File: src/bdc_pkg.sv
package bdc_pkg;

  // Event codes as they appear on the event_kind output.
  typedef enum logic [2:0] {
    EV_PRESS   = 3'd0,
    EV_RELEASE = 3'd1,
    EV_CLICK   = 3'd2,
    EV_LONG    = 3'd3,
    EV_REPEAT  = 3'd4
  } bdc_kind_t;

  // Number of distinct event kinds one button can raise.
  localparam int NUM_KINDS = 5;

  // At most this many events are reported for one tick; the rest are dropped.
  localparam int MAX_EVENTS = 4;

  // Configuration register indexes.
  localparam int CFG_INDEX_W = 2;
  localparam logic [CFG_INDEX_W-1:0] CFG_CLICK_GAP  = 2'd0;
  localparam logic [CFG_INDEX_W-1:0] CFG_LONG_PRESS = 2'd1;

  // Register reset values.
  localparam logic [15:0] CLICK_GAP_RESET  = 16'd100;
  localparam logic [15:0] LONG_PRESS_RESET = 16'd256;

  // Debounce history patterns.
  localparam logic [7:0] HIST_RESET   = 8'h02;
  localparam logic [7:0] HIST_PRESS   = 8'h7f;
  localparam logic [7:0] HIST_RELEASE = 8'h80;

  // Saturation value of the held and idle counters.
  localparam logic [15:0] COUNT_MAX = 16'hffff;

  // Events raised by one button on one tick.
  typedef struct packed {
    logic repeat_ev;
    logic long_ev;
    logic click_ev;
    logic release_ev;
    logic press_ev;
  } bdc_flags_t;

endpackage

File: src/bdc_button.sv
module bdc_button #(
  parameter int REPEAT_PERIOD = 128
) (
  input  logic                clk,
  input  logic                rst,
  input  logic                tick,
  input  logic                level,
  input  logic [15:0]         click_gap,
  input  logic [15:0]         long_press,
  output bdc_pkg::bdc_flags_t flags,
  output logic [7:0]          click_num
);

  localparam int PW = (REPEAT_PERIOD > 1) ? $clog2(REPEAT_PERIOD) : 1;
  localparam logic [PW-1:0] PHASE_LAST = PW'(REPEAT_PERIOD - 1);

  logic [7:0]    history;
  logic          is_pressed;
  logic          is_released;
  logic [15:0]   held;
  logic [15:0]   idle;
  logic [PW-1:0] phase;
  logic [7:0]    clicks;

  logic [7:0]    history_next;
  logic          is_pressed_next;
  logic          is_released_next;
  logic [15:0]   held_next;
  logic [15:0]   idle_next;
  logic [PW-1:0] phase_next;
  logic [7:0]    clicks_next;

  logic [15:0]   held_inc;
  logic [15:0]   idle_inc;
  logic [PW-1:0] phase_inc;
  logic [7:0]    clicks_mid;
  logic          hit_press;
  logic          hit_release;

  // Counters advance before the new sample is looked at. The phase tracks
  // the held count modulo the repeat period so no divider is needed.
  always_comb begin
    held_inc  = held;
    phase_inc = phase;
    idle_inc  = idle;
    if (is_pressed && (held != bdc_pkg::COUNT_MAX)) begin
      held_inc  = held + 16'd1;
      phase_inc = (phase == PHASE_LAST) ? '0 : phase + PW'(1);
    end
    if (is_released && (idle != bdc_pkg::COUNT_MAX)) begin
      idle_inc = idle + 16'd1;
    end
  end

  assign history_next = {history[6:0], level};
  assign hit_press    = (history_next == bdc_pkg::HIST_PRESS);
  assign hit_release  = (history_next == bdc_pkg::HIST_RELEASE);

  // A hold longer than the gap ends the click sequence at release.
  assign clicks_mid = (held_inc > click_gap) ? 8'd0 : clicks;

  // State update and event detection for this tick.
  always_comb begin
    is_pressed_next  = is_pressed;
    is_released_next = is_released;
    held_next        = held_inc;
    idle_next        = idle_inc;
    phase_next       = phase_inc;
    clicks_next      = clicks;
    flags            = '0;
    click_num        = 8'd0;
    if (hit_press) begin
      if (idle_inc > click_gap) begin
        clicks_next = 8'd1;
      end
      is_pressed_next  = 1'b1;
      is_released_next = 1'b0;
      held_next        = 16'd0;
      phase_next       = '0;
      flags.press_ev   = 1'b1;
    end
    if (hit_release) begin
      is_released_next = 1'b1;
      is_pressed_next  = 1'b0;
      idle_next        = 16'd0;
      flags.release_ev = 1'b1;
      flags.click_ev   = (clicks_mid != 8'd0);
      click_num        = clicks_mid;
      clicks_next      = clicks_mid + 8'd1;
    end
    // Long press and repeat are only reported while the button is down.
    flags.long_ev   = is_pressed_next && (held_next == long_press);
    flags.repeat_ev = is_pressed_next && (held_next > long_press) && (phase_next == '0);
  end

  // Per-button state registers.
  always_ff @(posedge clk) begin
    if (rst) begin
      history     <= bdc_pkg::HIST_RESET;
      is_pressed  <= 1'b0;
      is_released <= 1'b0;
      held        <= 16'd0;
      idle        <= 16'd0;
      phase       <= '0;
      clicks      <= 8'd0;
    end else if (tick) begin
      history     <= history_next;
      is_pressed  <= is_pressed_next;
      is_released <= is_released_next;
      held        <= held_next;
      idle        <= idle_next;
      phase       <= phase_next;
      clicks      <= clicks_next;
    end
  end

  // A button is never pressed and released at the same time.
  a_press_release_excl: assert property (@(posedge clk) disable iff (rst)
    !(is_pressed && is_released))
    else $error("button both pressed and released");

  // The repeat phase follows the held count while it is below the period.
  a_phase_tracks_held: assert property (@(posedge clk) disable iff (rst)
    (held < 16'(REPEAT_PERIOD)) |-> (phase == PW'(held)))
    else $error("repeat phase lost track of held count");

endmodule

File: src/bdc_emit.sv
module bdc_emit #(
  parameter int NUM_BUTTONS = 2,
  parameter int BID_W       = 1
) (
  input  logic                                 clk,
  input  logic                                 rst,
  input  logic                                 in_fire,
  input  logic [NUM_BUTTONS*bdc_pkg::NUM_KINDS-1:0] in_mask,
  input  logic [7:0]                           in_clicks [NUM_BUTTONS],
  output logic                                 take_ready,
  output logic                                 out_valid,
  input  logic                                 out_ready,
  output logic [BID_W-1:0]                     button_id,
  output logic [2:0]                           event_kind,
  output logic [7:0]                           click_number,
  output logic                                 last_event
);

  localparam int MW = NUM_BUTTONS * bdc_pkg::NUM_KINDS;
  localparam int CW = $clog2(bdc_pkg::MAX_EVENTS);
  localparam logic [CW-1:0] CNT_LAST = CW'(bdc_pkg::MAX_EVENTS - 1);

  logic [MW-1:0]     pend;
  logic [CW-1:0]     cnt;
  logic [7:0]        clicks [NUM_BUTTONS];

  logic              load;
  logic              any;
  logic [MW-1:0]     rest;
  logic [BID_W-1:0]  sel_b;
  bdc_pkg::bdc_kind_t sel_k;
  logic              last_pick;
  logic [7:0]        sel_click;

  // The output register can take a new event when empty or being drained.
  assign load = !out_valid || out_ready;

  // Pick the pending event that comes first: button order, then kind order.
  always_comb begin
    any   = 1'b0;
    rest  = pend;
    sel_b = '0;
    sel_k = bdc_pkg::EV_PRESS;
    for (int b = 0; b < NUM_BUTTONS; b++) begin
      for (int k = 0; k < bdc_pkg::NUM_KINDS; k++) begin
        if (!any && pend[b*bdc_pkg::NUM_KINDS + k]) begin
          any   = 1'b1;
          sel_b = BID_W'(b);
          sel_k = bdc_pkg::bdc_kind_t'(3'(k));
          rest[b*bdc_pkg::NUM_KINDS + k] = 1'b0;
        end
      end
    end
  end

  // The fourth event of a tick is the last; later ones are dropped.
  assign last_pick = (rest == '0) || (cnt == CNT_LAST);
  assign sel_click = (sel_k == bdc_pkg::EV_CLICK) ? clicks[sel_b] : 8'd0;

  // A new tick is taken once the events of the previous one are all loaded.
  assign take_ready = !any || (load && last_pick);

  // Control state of the serializer.
  always_ff @(posedge clk) begin
    if (rst) begin
      out_valid <= 1'b0;
      pend      <= '0;
      cnt       <= '0;
    end else begin
      if (load) begin
        out_valid <= any;
        if (any) begin
          pend <= last_pick ? '0 : rest;
          cnt  <= cnt + CW'(1);
        end
      end
      if (in_fire) begin
        pend <= in_mask;
        cnt  <= '0;
      end
    end
  end

  // Result payload and captured click counts.
  always_ff @(posedge clk) begin
    if (load && any) begin
      button_id    <= sel_b;
      event_kind   <= sel_k;
      click_number <= sel_click;
      last_event   <= last_pick;
    end
    if (in_fire) begin
      clicks <= in_clicks;
    end
  end

  // Loading the last event of a tick leaves nothing pending unless a new
  // tick is captured at the same edge.
  a_last_empties: assert property (@(posedge clk) disable iff (rst)
    (load && any && last_pick && !in_fire) |=> (pend == '0))
    else $error("events left pending after last event");

  // Click events carry a nonzero count; every other event carries zero.
  a_click_number: assert property (@(posedge clk) disable iff (rst)
    out_valid |-> ((event_kind == 3'(bdc_pkg::EV_CLICK)) == (click_number != 8'd0)))
    else $error("click number does not match event kind");

  // A new tick is never captured over events still waiting to be loaded.
  a_no_overwrite: assert property (@(posedge clk) disable iff (rst)
    in_fire |-> (!any || (load && last_pick)))
    else $error("tick captured over pending events");

endmodule

File: src/button_debounce_click_longpress.sv
// Debounces NUM_BUTTONS button levels, one tick per input transaction, and
// reports press, release, multi-click, long press and long-press repeat
// events as output transactions, at most four per tick, in button order and
// within a button in the order press, release, click, long press, repeat;
// last_event marks the final event of a tick. A tick is processed in the
// cycle it is accepted; its events then leave through a single output
// register at one per cycle while out_ready is high, and the next tick is
// accepted in the same cycle that the previous tick's last event is loaded.
// A tick with no events produces no output transaction. Configuration
// writes take effect at once and should only be made while no events are
// pending.
module button_debounce_click_longpress #(
  parameter int NUM_BUTTONS   = 2,
  parameter int REPEAT_PERIOD = 128
) (
  input  logic                            clk,
  input  logic                            rst,
  input  logic                            cfg_wr_en,
  input  logic [bdc_pkg::CFG_INDEX_W-1:0] cfg_index,
  input  logic [15:0]                     cfg_data,
  input  logic                            in_valid,
  output logic                            in_ready,
  input  logic [NUM_BUTTONS-1:0]          button_levels,
  output logic                            out_valid,
  input  logic                            out_ready,
  output logic [((NUM_BUTTONS > 1) ? $clog2(NUM_BUTTONS) : 1)-1:0] button_id,
  output logic [2:0]                      event_kind,
  output logic [7:0]                      click_number,
  output logic                            last_event
);

  localparam int BID_W = (NUM_BUTTONS > 1) ? $clog2(NUM_BUTTONS) : 1;
  localparam int MW    = NUM_BUTTONS * bdc_pkg::NUM_KINDS;

  logic [15:0]         click_gap_ticks;
  logic [15:0]         long_press_ticks;
  logic                tick;
  bdc_pkg::bdc_flags_t flags [NUM_BUTTONS];
  logic [7:0]          click_num [NUM_BUTTONS];
  logic [MW-1:0]       mask;

  // Configuration registers.
  always_ff @(posedge clk) begin
    if (rst) begin
      click_gap_ticks  <= bdc_pkg::CLICK_GAP_RESET;
      long_press_ticks <= bdc_pkg::LONG_PRESS_RESET;
    end else if (cfg_wr_en) begin
      if (cfg_index == bdc_pkg::CFG_CLICK_GAP) begin
        click_gap_ticks <= cfg_data;
      end
      if (cfg_index == bdc_pkg::CFG_LONG_PRESS) begin
        long_press_ticks <= cfg_data;
      end
    end
  end

  assign tick = in_valid && in_ready;

  // One debounce and click tracker per button.
  for (genvar b = 0; b < NUM_BUTTONS; b++) begin : g_btn
    bdc_button #(
      .REPEAT_PERIOD(REPEAT_PERIOD)
    ) u_button (
      .clk       (clk),
      .rst       (rst),
      .tick      (tick),
      .level     (button_levels[b]),
      .click_gap (click_gap_ticks),
      .long_press(long_press_ticks),
      .flags     (flags[b]),
      .click_num (click_num[b])
    );
    assign mask[b*bdc_pkg::NUM_KINDS +: bdc_pkg::NUM_KINDS] = flags[b];
  end

  // Event serializer and output register.
  bdc_emit #(
    .NUM_BUTTONS(NUM_BUTTONS),
    .BID_W      (BID_W)
  ) u_emit (
    .clk         (clk),
    .rst         (rst),
    .in_fire     (tick),
    .in_mask     (mask),
    .in_clicks   (click_num),
    .take_ready  (in_ready),
    .out_valid   (out_valid),
    .out_ready   (out_ready),
    .button_id   (button_id),
    .event_kind  (event_kind),
    .click_number(click_number),
    .last_event  (last_event)
  );

  // Output handshake: a presented event holds until it is taken.
  a_out_hold: assert property (@(posedge clk) disable iff (rst)
    (out_valid && !out_ready) |=> (out_valid && $stable(event_kind) && $stable(button_id)))
    else $error("output event changed while stalled");

endmodule

File: config.mk
export PLATFORM = sky130hd
export DESIGN_NAME = button_debounce_click_longpress
export DESIGN_NICKNAME = d
export VERILOG_FILES = /design/src/bdc_pkg.sv /design/src/bdc_button.sv /design/src/bdc_emit.sv /design/src/button_debounce_click_longpress.sv
export SDC_FILE = /design/constraint.sdc
export NUM_CORES = 1
export LEC_CHECK = 0
export ABC_AREA = 1
export BUFFER_PORTS_ARGS = -buffer_cell sky130_fd_sc_hd__buf_2
export CORE_MARGIN = 2
export CORE_UTILIZATION = 55
export CTS_CLUSTER_DIAMETER = 50
export CTS_CLUSTER_SIZE = 8
export DETAILED_ROUTE_END_ITERATION = 8
export GPL_TIMING_DRIVEN = 0
export PLACE_DENSITY = 0.72
export SYNTH_ARGS = -nofsm -noshare
export SYNTH_HDL_FRONTEND = slang
export SYNTH_SLANG_ARGS = --single-unit
File: constraint.sdc
create_clock -name clk -period 9.4 [get_ports clk]
set_clock_uncertainty 0.1 [all_clocks]
set_input_delay 0.94 -clock clk [delete_from_list [all_inputs] [get_ports clk]]
set_output_delay 0.94 -clock clk [all_outputs]
set_load 0.01 [all_outputs]
# ---- After elaboration in Yosys (flattened, before gate mapping)
# Cells that the tools add are included.
dict set report totals {
  input_bits 25
  elab_cells 188
  register_bits 186
}
dict set report op_classes {
  add_sub_neg 9
  n_bitwise 1
  reduce_logical 57
  n_eq_ne 15
  magnitude_cmp 7
  muxes 74
}
# cell count
set op_table {}
lappend op_table {{2-to-1 mux 16 bit} 8}
lappend op_table {{> comparator 16 bit} 6}
lappend op_table {{2-to-1 mux 8 bit} 11}
lappend op_table {{adder 16 x 1 -> 16 bit, second input constant} 4}
lappend op_table {{inequality test 16 bit, second input constant} 4}
lappend op_table {{2-to-1 mux 7 bit} 6}
lappend op_table {{2-to-1 mux 10 bit} 4}
lappend op_table {{2-to-1 mux 1 bit} 35}
lappend op_table {{equality test 16 bit} 2}
lappend op_table {{logical AND 1 bit} 22}
lappend op_table {{2-to-1 mux 3 bit} 6}
lappend op_table {{adder 8 x 1 -> 8 bit, second input constant} 2}
lappend op_table {{equality test 8 x 7 -> 1 bit, second input constant} 2}
lappend op_table {{equality test 8 bit, second input constant} 2}
lappend op_table {{nonzero test 8 bit} 2}
lappend op_table {{adder 7 x 1 -> 7 bit, second input constant} 2}
lappend op_table {{equality test 7 bit, second input constant} 2}
lappend op_table {{logical NOT 7 bit} 2}
lappend op_table {{AND reduction 2 bit} 6}
lappend op_table {{nonzero test 2 bit} 6}
lappend op_table {{logical NOT 1 bit} 11}
lappend op_table {{logical NOT 10 bit} 1}
lappend op_table {{2-to-1 mux 2 bit} 4}
lappend op_table {{AND reduction 3 bit} 2}
lappend op_table {{other kinds (9)} 11}

# ---- Depth between registers and ports, before layout
# Gate-level depths: netlist of the first run.
dict set report logic_depth {
  ltp_word 35
  ltp_mapped 28
}

# ---- By module
# From an unflattened synthesis of the first run, not the netlist that was laid out.
dict set report unflattened {
  cells_unflattened 1829
  area_unflattened_um2 12445.7
}
# module n_inst area_per_inst_um2 cells_each
set by_module_without_submodules {}
lappend by_module_without_submodules {{bdc_button (g_btn[0].u_button)} 1 4619.4 717}
lappend by_module_without_submodules {{bdc_button (g_btn[1].u_button)} 1 4550.6 707}
lappend by_module_without_submodules {bdc_emit 1 1938.1 202}
lappend by_module_without_submodules {button_debounce_click_longpress 1 1337.5 203}

# ---- Worst setup path before layout of the first run
# No wires, ideal clock.
dict set report synth_path {
  path_kind {reg2reg}
  start {register g_btn[0].u_button.held[0]}
  end {register g_btn[0].u_button.clicks[4]}
  t_arrival_ps 3338
  setup_slack_ps 5830
  path_buffers 1
  setup_ps 132
  period_less_slack_ps 3570
  path_stages_with_launch 23
  cell_sequence {dfxtp_1 ha_1 nand3_1 nor3_1 nand3_1 nand2_1 or2_2 nor2_1 nand3_1 xor2_1 ha_1 nand2_1 nor3_1 nand3_1 nand2_1 clkbuf_1 nand2_1 inv_1 ha_1 nand4_1 xor2_1 nand2_1 a21oi_1}
}
dict set report synth_via {
  elab_chain_len 7
}
# element line_no
set synth_lines {}
lappend synth_lines {{from (decl)} bdc_button.sv:20} ;# logic [15:0] held;
lappend synth_lines {{from (signal assigned)} bdc_button.sv:110} ;# held <= held_next;
lappend synth_lines {{parallel branches: the longest is 2 deep, another holds adder 16 x 1 -> 16 bit} n/a}
lappend synth_lines {{2-to-1 mux 16 bit *} bdc_button.sv:46} ;# if (is_pressed && (held != bdc_pkg::COUNT_MAX)) begin
lappend synth_lines {{> comparator 16 bit *} bdc_button.sv:60} ;# assign clicks_mid = (held_inc > click_gap) ? 8'd0 : clicks;
lappend synth_lines {{2-to-1 mux 8 bit *} bdc_button.sv:60}
lappend synth_lines {{via g_btn[0].u_button.clicks_mid[0]} bdc_button.sv:36} ;# logic [7:0] clicks_mid;
lappend synth_lines {{adder 8 x 1 -> 8 bit *} bdc_button.sv:89} ;# clicks_next = clicks_mid + 8'd1;
lappend synth_lines {{2-to-1 mux 8 bit *} bdc_button.sv:82} ;# if (hit_release) begin
lappend synth_lines {{to (signal assigned)} bdc_button.sv:113} ;# clicks <= clicks_next;
lappend synth_lines {{to (decl)} bdc_button.sv:23} ;# logic [7:0] clicks;
# Mark *: on every way through the listed nets, which the timed path passes.
# A chain may end at the register's enable or synchronous reset.

# ---- Worst setup path in the final report of the first run
# Ends and elaborated chain as after synthesis.

==> metrics.txt, run 1 <==
Critical Path Sink Type flip-flop; Pins Over Slew Limit 0; area grow syn2layout 9.66%; I/O Pins 40; Synth Area in Adders 11.1%; die area ~23000 um2; via count 11200; cts hold-fix bufs 0; Finished Cell Area 13000 um2; Startpoint Class flip-flop; fin crit share 53.4%; WP data required about 9.7 ns; CTS resizes 0; final setup fails 0; xor and xnor area share after synthesis 4.34%; fin worst setup slack 4.38 ns; H-tree lvl count 4; die width 151 um; NumNets Final 1853; min Tclk post-route 5.02 ns; setup TNS 0 ns; pre-CTS WS 4.59 ns; area share of and/or/nand/nor cells after synthesis 26.0%; FFs w/ async S/R, synth 0%; RSZ-0062 raised after global routing no; setup bufs post-CTS 0; Worst VDD drop 133 uV; Vias/cell 5.55; kind of cell adding the most delay to the critical path simple AND/OR/NAND/NOR gates; setup slack, reg-to-reg 4.38 ns; post-route ant nets 0; CP arrival 5.30 ns; Port Buffers 38; synth unique cells 44; Clock Latency Late Sink 0.44 ns; Core ar. 21200 um2; CTS max path bufs 2; post-synthesis compound-gate area fraction ~15%; mapped cell area 11900 um2; Seq/Total Area, Yosys 33.7%; crit path buf inv count 5; register bit total from synthesis 186; clock root buffer clkbuf_16; RePlAce Congestion between 0.9 and 1; WL/cell 16.4 um; YS warnings 0; Tot Pwr about 2400 uW; fmax 0.199 GHz; Max stage delay on crit path between 0.6 and 0.7 ns; Initial Utilization 56.2%; multiplexer share of the synthesized area 0%; GRT Util Overall slightly below 30%; status complete, no violations; first-pass GRT wire length 51700 um; Core Util, Final 61.7%; DRC 0; Clock Sink Count roughly 190; Num CTS Buffers 17; CTS tree yes; total of max-cap violations 0; Cell Rows 53; antenna violations before repair 0; Max transition margin 12.3%; CP Class reg -> reg; height of the die 151 um; vias in the first global route roughly 10000; Cells after Synth 1665; share of layout cells above drive strength 1 7.78%; Placed Area between 10000 and 15000 um2; n_diodes 0; final WL 33000 um; Leakage between 0.006 and 0.007 uW; final hold vios 0; Clk pin slew, worst setup/hold paths 0.07 ns; syn nets about 1800; largest family of logic cells by synthesized area simple AND/OR/NAND/NOR gates; P per Cell Area 181 nW/um2; Hold Crit Class reg -> reg; EDFF count, synth 29; Mapped Avg Cell Area about 7 um2; pin count of the biggest net entering global routing 25; crit-path max FO 10; grt total ovfl 0; initial DRC count 863; most frequent CP cell nand2_1; post-DP HPWL 24900 um; Worst path slowest cell o21ai_0; ys flop type dfxtp_1; TritonRoute pass-1 iters 5; Least-Margin Pin Slew 1.31 ns
kinds of logic (layout without fill, tap and decap cells):
group / after synthesis / count (layout)
AO/OA/AOI/OAI: 296 / 296
XOR/XNOR: 59 / 59
flip-flops: 186 / 186
buffers and inverters: 301 / 371
adder cells (fa/ha/maj): 106 / 106
AND/OR/NAND/NOR: 717 / 717
Yosys cell counts (29+ instances only):
library cell | number | area, um2
ha_1 | 106 | 1330
xor2_1 | 58 | 508
nor2_1 | 133 | 499
a21oi_1 | 112 | 561
nand2_1 | 389 | 1460
o22ai_1 | 36 | 225
edfxtp_1 | 29 | 871
inv_1 | 253 | 950
o21ai_0 | 103 | 515
nand3_1 | 97 | 485
nor3_1 | 35 | 175
dfxtp_1 | 157 | 3140
report_power, final:
part	internal (uW)	total (uW)	switching, uW
logic	184	626	442
clock network	404	762	358
registers	935	978	42.6
path summary, 6_finish.rpt:
| kind | endpoint | startpoint | cells after the start |
|---|---|---|---|
| min | g_btn[0].u_button.clicks[7] | g_btn[0].u_button.clicks[7] | 2 |
| max reg2reg | g_btn[0].u_button.clicks[4] | g_btn[0].u_button.held[0] | 25 |
| max | g_btn[0].u_button.clicks[4] | g_btn[0].u_button.held[0] | 25 |
| min reg2reg | g_btn[0].u_button.clicks[7] | g_btn[0].u_button.clicks[7] | 2 |
registers in the layout, indices dropped and copies added, names as in the netlist:
| name | cells |
|---|---|
| click_gap_ticks | 16 |
| g_btn.u_button.clicks | 16 |
| g_btn.u_button.held | 32 |
| g_btn.u_button.history | 14 |
| g_btn.u_button.idle | 32 |
| g_btn.u_button.is_pressed | 2 |
| g_btn.u_button.is_released | 2 |
| g_btn.u_button.phase | 14 |
| long_press_ticks | 16 |
| u_emit.button_id | 1 |
| u_emit.click_number | 8 |
| u_emit.clicks | 16 |
| u_emit.cnt | 2 |
| u_emit.event_kind | 3 |
| u_emit.last_event | 1 |
| u_emit.out_valid | 1 |
| u_emit.pend | 10 |
worst min-delay path, cell delays in order, from the launching register on:
cell	delay, ns
dfxtp_1	0.31
nand2_1	0.06
a21oi_1	0.05
layout by cell type, fill, tap and decap left out, drive strengths merged, types with 2 or more instances in the layout:
cell,Yosys,layout
o211ai,9,9
nor2,138,138
dfxtp,157,157
a21o,2,2
o21bai,2,2
clkinv,1,6
edfxtp,29,29
and2,2,2
a21oi,112,112
ha,106,106
a31oi,3,3
o21a,3,3
clkbuf,22,39
buf,21,59
nand4,27,27
o22ai,55,55
bufinv,0,2
or2,4,4
nand2,396,396
nor4,12,12
o21ai,105,105
inv,257,264
nand3b,3,3
a22oi,2,2
nand3,99,99
nor3,35,35
xor2,58,58
layer usage:
metal | GRT usage, % | wire, um | vias to the layer above
li1 | - | - | 5606
met1 | 39.8 | 15000 | 5130
met2 | 47.1 | 14900 | 359
met3 | 4.67 | 2120 | 61
met4 | 11.2 | 973 | 0
met5 | 0 | 0 | -
stage by stage:
stage               hold slack, ns  instances
floorplan                    0.336       1665
global placement             0.352       1978
detailed placement           0.358       1978
CTS                          0.369       2010
global route                 0.393       2010
finish                       0.369       2010
layout make-up:
type / instances / area [um2]
fillers: 1973 / 8110
multi-input cells: 1178 / 6680
flip-flops and latches: 186 / 4010
inverters: 258 / 968
clock buffers: 17 / 425
well taps: 275 / 344
plain buffers: 43 / 241
repair buffers: 38 / 190
clock inverters: 15 / 183
Note: power is estimated with default switching activity, not from simulation.
==> inputs of run 2 (changes only) <==
PLACE_DENSITY = 0.75   (was 0.72)
clock period = 4.2 ns   (was 9.4 ns; I/O delays follow)
==> run 2 against run 1 <==
Effect of this change:
- clock-buffer cell count grew 1
- routed wire length shrank 1.1%
- via count is essentially flat
- power grew 120%
- highest routed layer unchanged
- combinational power grew 120%
- clock power grew 110%
- sequential cell count is the same
- first-iteration DRC count shrank 5.9%
- sequential power grew 120%
- worst hold slack lost 0.25 ns
- non-clock buffer count grew 2
==> metrics.txt, run 2 (synthesis results as in run 1) <==
status complete, no violations; post-route ant nets 0 (unchanged); share of layout cells above drive strength 1 9.49% (+1.7 points); via count 11200 (+0.054%); Critical Path Sink Type flip-flop; CP Class reg -> reg; total of max-cap violations 0 (unchanged); RePlAce Congestion 0.943 (-1.7%); cts hold-fix bufs 0 (unchanged); min Tclk post-route 3.97 ns (-1.04 ns); antenna violations before repair 0 (unchanged); Startpoint Class flip-flop; vias in the first global route 10300 (+2.3%); grt total ovfl 0 (unchanged); crit-path max FO 10 (unchanged); Least-Margin Pin Slew 1.38 ns (+0.0664 ns); WL/cell 16.2 um (-1.2%); TritonRoute pass-1 iters 5 (unchanged); NumNets Final 1856 (+0.16%); setup TNS 0 ns (unchanged); P per Cell Area 393 nW/um2 (+120%); die width 151 um (unchanged); Net Sw Frac 36.3% (+0.69 points); die area 22800 um2 (unchanged); hold slack 0.115 ns (-0.254 ns); Initial Utilization 56.2% (unchanged); commonest non-fill, non-tap cells in the layout nand2_1, inv_1, dfxtp_1, nor2_1, a21oi_1; CTS tree yes; Cell Rows 53 (unchanged); Hold Crit Class in -> reg; final setup fails 0 (unchanged); DRC 0 (unchanged); Core ar. 21200 um2 (unchanged); Vias/cell 5.54 (about the same); H-tree lvl count 4 (unchanged); Clk network pwr share 30.9% (-1.3 points); final hold vios 0 (unchanged); Clk pin slew, worst setup/hold paths 0.08 ns (about the same); cell internal pwr 3290 uW (+120%); fmax 0.252 GHz (+26%); final WL 32700 um (-1.1%); post-DP HPWL 24700 um (-0.66%); I/O Pins 40 (unchanged); net switching power 1870 uW (+120%); CP arrival 4.25 ns (-1.05 ns); fin crit share 94.6% (+41 points); initial DRC count 812 (-5.9%); pin count of the biggest net entering global routing 25 (unchanged); GRT Util Overall 29.2% (-0.13 points); Num CTS Buffers 17 (unchanged); WP data required 4.48 ns (-5.20 ns); Worst VDD drop 273 uV (+110%); first-pass GRT wire length 51700 um (about the same); setup slack, reg-to-reg 0.23 ns (-4.16 ns); CTS max path bufs 2 (unchanged); Port Buffers 38 (unchanged); Max transition margin 7.69% (-4.6 points); n_diodes 0 (unchanged); Pins Over Slew Limit 0 (unchanged); height of the die 151 um (unchanged); clock root buffer clkbuf_16; Clock Latency Late Sink 0.45 ns (about the same); area grow syn2layout 10.4%; Clock Sink Count 186 (unchanged); Flop pwr share 42.4% (+1.1 points); top flop regs g_btn.u_button.held (32), g_btn.u_button.idle (32); Leakage 0.00602 uW (about the same); most common cell after layout, fill and taps aside nand2_1; Gate power share 26.7% (+0.2 points)
## run 2: changes by cell type in the layout (fill, tap and decap cells not counted), sizes merged
cell and delta:
buf +4, inv -2, clkbuf -1, clkinvlp +4, bufinv -2
## run 2: area by class of cell
cell class	instances	area, um2
buffer	42	253
clock buffer	18	429
clock inverter	14	131
fill	1963	8020
inverter	258	973
multi-input combinational	1178	6770
sequential	186	4020
tap	275	344
timing repair buffer	41	213
timing repair inverter	1	7.51
## run 2: path summary, 6_finish.rpt
check	start	to	cells past startpoint
max reg2reg	g_btn[0].u_button.held[0]	g_btn[0].u_button.clicks[4]	23
min	button_levels[0]	g_btn[0].u_button.history[0]	3
min reg2reg	g_btn[0].u_button.clicks[7]	g_btn[0].u_button.clicks[7]	2
max	g_btn[0].u_button.held[0]	g_btn[0].u_button.clicks[4]	23
## run 2: through the flow
stage                     setup slack, ns  utilization [%]  total power, uW  instances  area, um2
after floorplan                     0.630                -             3150       1665      11900
after global placement             -0.480             58.8             3560       1978      12400
after detailed placement           -0.467             58.8             3590       1978      12400
after CTS                          0.0269             61.6             5160       2010      13000
after global routing              -0.0198             62.1             5390       2013      13100
final                               0.225             62.1             5160       2013      13100
## run 2: power groups by stage
stage                     registers (uW)  clock network, uW  logic [uW]
after detailed placement            2230                  0        1360
after global placement              2220                  0        1340
final                               2190               1590        1380
after floorplan                     2240                  0         911
after global routing                2210               1670        1510
after CTS                           2190               1600        1370
## run 2: critical path: stages (launching register included)
cell and delay (ns):
dfxtp_2 0.35, ha_1 0.22, nand3_1 0.13, nor3_1 0.06, nand3_1 0.18, nand2_4 0.14
or2_2 0.35, nor2_2 0.14, nand3_1 0.14, xor2_2 0.25, ha_1 0.28, a21oi_1 0.12
o21ai_0 0.09, a21oi_1 0.14, nand2_1 0.08, nand2_2 0.14, buf_6 0.16, nand2_1 0.09
inv_1 0.07, ha_2 0.21, nand4_1 0.12, xor2_1 0.16, nand2_1 0.07, a21oi_1 0.14
## run 2: layer usage
layer  track usage (%)  routed length [um]  vias to the layer above
li1                  -                   -                     5608
met1              38.6               14700                     5158
met2              48.5               15000                      332
met3              4.46                1970                       64
met4              10.8                 988                        0
met5                 0                   0                        -
## run 2: timing repair
item,4_1_cts,5_1_grt
pin swaps,0,4
cloned,0,1
setup buffers,1,2
gates resized for setup,15,32
setup endpoints to repair,21,23
==> inputs of run 3 (changes only) <==
SYNTH_HIERARCHICAL = 1   (was unset)
==> run 3 against run 2 <==
Effect of this change:
- final cell count up 8.5%
- worst hold slack better by 0.0028 ns
- clock-buffer cell count down 1
- synthesized cell count up 9.8%
- fmax up 2.4%
- global-route usage down 2.0 points
- register-to-register slack better by 0.09 ns
- clock power up 6%
- first-iteration DRC count up 12%
- worst setup slack better by 0.094 ns
- routed wire length down 2.0%
- sequential cell count unchanged
- critical endpoint is now u_emit/pend[7]
- largest power group unchanged
==> metrics.txt, run 3 <==
min Tclk post-route 3.88 ns (-0.0936 ns); post-route ant nets 0 (unchanged); cts hold-fix bufs 0 (unchanged); WP data required 4.48 ns (about the same); total of max-cap violations 0 (unchanged); fin crit share 92.4% (-2.2 points); clock root buffer clkbuf_16; RePlAce Congestion 0.933 (-1.1%); Critical Path Sink Type flip-flop; ys flop type dfxtp_1; H-tree lvl count 4 (unchanged); synth top area cells dfxtp_1, nand2_1, ha_1, inv_1, a21oi_1; post-DP HPWL 24900 um (+0.53%); WL/cell 14.6 um (-9.7%); most common cell after layout, fill and taps aside nand2_1; syn nets 1959 (+9.1%); DRC 0 (unchanged); area grow syn2layout 9.73%; NumNets Final 2017 (+8.7%); Core ar. 22400 um2 (+6.1%); via count 11800 (+6.1%); setup slack, reg-to-reg 0.32 ns (+0.09 ns); top-area cell type share of the netlist area 25.3% (-1.2 points); Pins Over Slew Limit 0 (unchanged); Clk pin slew, worst setup/hold paths 0.08 ns (about the same); met2 routed WL 14600 um (-2.6%); Hold Crit Class in -> reg; Reg area 4020 um2 (unchanged); fmax 0.258 GHz (+2.4%); CP arrival 4.16 ns (-0.09 ns); GRT Util Overall 27.3% (-2.0 points); Num CTS Buffers 17 (unchanged); Placed Area 13000 um2 (+4.5%); initial DRC count 910 (+12%); most frequent cell after synthesis nand2_1; most common library cells after synthesis nand2_1, inv_1, nor2_1, a21oi_1, dfxtp_1; Finished Cell Area 13700 um2 (+4.0%); Clock Sink Count 186 (unchanged); grt total ovfl 0 (unchanged); RR Endpoint u_emit/pend[7]; # fillers 2142 (+9.1%); RSZ-0062 raised after global routing yes; die area 23800 um2 (+4.5%); Leakage 0.00621 uW (+3.2%); Least-Margin Pin Slew 0.673 ns (-0.703 ns); pin count of the biggest net entering global routing 29 (+16%); final hold vios 0 (unchanged); Startpoint Class flip-flop; first-pass GRT wire length 52600 um (+1.7%); Seq/Total Area, Yosys 32.3% (-1.5 points); Cell Rows 55 (+3.8%); final setup fails 0 (unchanged); YS warnings 6 (+6); CTS max path bufs 2 (unchanged); worst reg2reg path depth 25 (+8.7%); Tot Pwr 4070 uW (-21%); vias in the first global route 10900 (+4.9%); Synth area leader dfxtp_1; n_diodes 0 (unchanged); Initial Utilization 55.5% (-0.77 points); Worst VDD drop 252 uV (-7.7%); Port Buffers 39 (+2.6%); status complete, no violations; mapped cell area 12400 um2 (+4.6%); FFs w/ async S/R, synth 0% (unchanged); met1 WL 14800 um (+0.40%); EDFF count, synth 29 (unchanged); I/O Pins 40 (unchanged); Worst Hold End long_press_ticks[0]; Max transition margin 55.0% (+47 points); top flop regs g_btn.u_button/held (32), g_btn.u_button/idle (32); Top Metal Used met4; commonest non-fill, non-tap cells in the layout nand2_1, inv_1, nor2_1, a21oi_1, dfxtp_1; Mapped Avg Cell Area 6.80 um2 (-4.8%); register bit total from synthesis 186 (unchanged); P per Cell Area 298 nW/um2 (-24%); antenna violations before repair 0 (unchanged); height of the die 154 um (+2.2%); die width 154 um (+2.2%); multi-input combinational cell area 7120 um2 (+5.3%); Clock Latency Late Sink 0.45 ns (about the same); crit-path max FO 10 (unchanged); synth unique cells 53 (+20%); Worst Hold Launch cfg_data[0]; share of layout cells above drive strength 1 8.47% (-1.0 points); Hold Path Stages 3 (unchanged); CP Class reg -> reg; CTS tree yes; Vias/cell 5.42 (-2.3%); DR WL met3 1990 um (+0.96%); reg-to-reg startpoint g_btn[1].u_button/held[0]; TritonRoute pass-1 iters 8 (+3); setup bufs post-CTS 0 (-1); Cells after Synth 1829 (+9.8%); final WL 32000 um (-2.0%)
run 3: cell types whose count changed after synthesis, sizes merged, moves of 8 or more:
cell / previous run / this run
nor3: 35 / 22
o211ai: 9 / 1
inv: 257 / 279
nand3: 99 / 136
clkbuf: 22 / 35
nand2: 396 / 447
a21oi: 112 / 184
xnor2: 1 / 17
o21ai: 105 / 84
xor2: 58 / 36
nor2: 138 / 202
o22ai: 55 / 1
run 3: how the worst max path moves through the flow:
stage / start / endpoint / slack [ns]
CTS: g_btn[1].u_button/held[0] / u_emit/pend[7] / 0.16
detailed placement: u_emit/pend[0] / g_btn[0].u_button/idle[9] / -0.0002
finish: g_btn[1].u_button/held[0] / u_emit/pend[7] / 0.32
global route: g_btn[1].u_button/held[1] / u_emit/pend[7] / -0.01
floorplan: g_btn[1].u_button/held[0] / u_emit/pend[7] / 0.87
global placement: u_emit/pend[0] / g_btn[0].u_button/idle[1] / 0.09
run 3: worst max-delay path, stage by stage, from the launching register on:
cell and delay [ns]:
dfxtp_2 0.37, ha_1 0.15, inv_1 0.05, nor2_1 0.14, nand3_1 0.14, nor2_1 0.14
nand2_1 0.11, nand2_2 0.10, inv_2 0.07, buf_6 0.14, o21ai_0 0.22, inv_1 0.13
ha_1 0.32, a21oi_1 0.13, o21ai_0 0.09, a21oi_1 0.17, nand2_1 0.13, nand2_2 0.11
clkbuf_4 0.20, nand2_1 0.10, ha_1 0.20, a41oi_1 0.18, nand2_1 0.08, nand2_1 0.08
inv_1 0.05, a21oi_2 0.11
run 3: final cells by class:
cell class | count | area share [%]
Clock inverter | 15 | 1.37
Multi-Input combinational cell | 1304 | 52.2
Sequential cell | 186 | 29.4
Inverter | 281 | 7.78
Timing Repair Buffer | 39 | 1.43
Buffer | 58 | 2.13
Tap cell | 285 | 2.61
Clock buffer | 17 | 3.11
run 3: kinds of logic after synthesis:
group                    Yosys count  share of synthesized area, %
buffers and inverters            339                          10.8
XOR/XNOR                          53                          3.79
flip-flops                       186                          32.3
adder cells (fa/ha/maj)          105                          10.6
AO/OA/AOI/OAI                    290                          12.4
AND/OR/NAND/NOR                  856                          30.2
run 3: per-layer routing:
| layer | track usage [%] | vias to the layer above |
|---|---|---|
| met1 | 37.4 | 5418 |
| met4 | 7.14 | 0 |
| met3 | 4.54 | 48 |
| met5 | 0 | - |
| li1 | - | 6044 |
| met2 | 44.7 | 329 |
run 3: per-stage QoR:
stage / hold WS [ns] / TNS, ns / setup slack, ns / utilization (%) / instances
6_report: 0.118 / 0 / 0.319 / 60.9 / 2185
3_5_place_dp: 0.359 / -0.000160 / -0.000160 / 57.9 / 2153
4_1_cts: 0.109 / 0 / 0.157 / 60.7 / 2185
5_1_grt: 0.126 / -0.0126 / -0.0126 / 60.9 / 2185
3_3_place_gp: 0.348 / 0 / 0.0859 / 57.9 / 2153
2_1_floorplan: 0.328 / 0 / 0.875 / - / 1829
run 3: where the power goes:
part | leakage [uW] | internal, uW | switching, uW
clock network | 0.000299 | 864 | 813
registers | 0.00155 | 1860 | 53.7
logic | 0.00436 | 164 | 318
total | 0.00621 | 2880 | 1180
run 3: timing repair:
item	CTS	global route
setup endpoints to repair	10	9
pin swaps	0	2
gates resized for setup	1	11
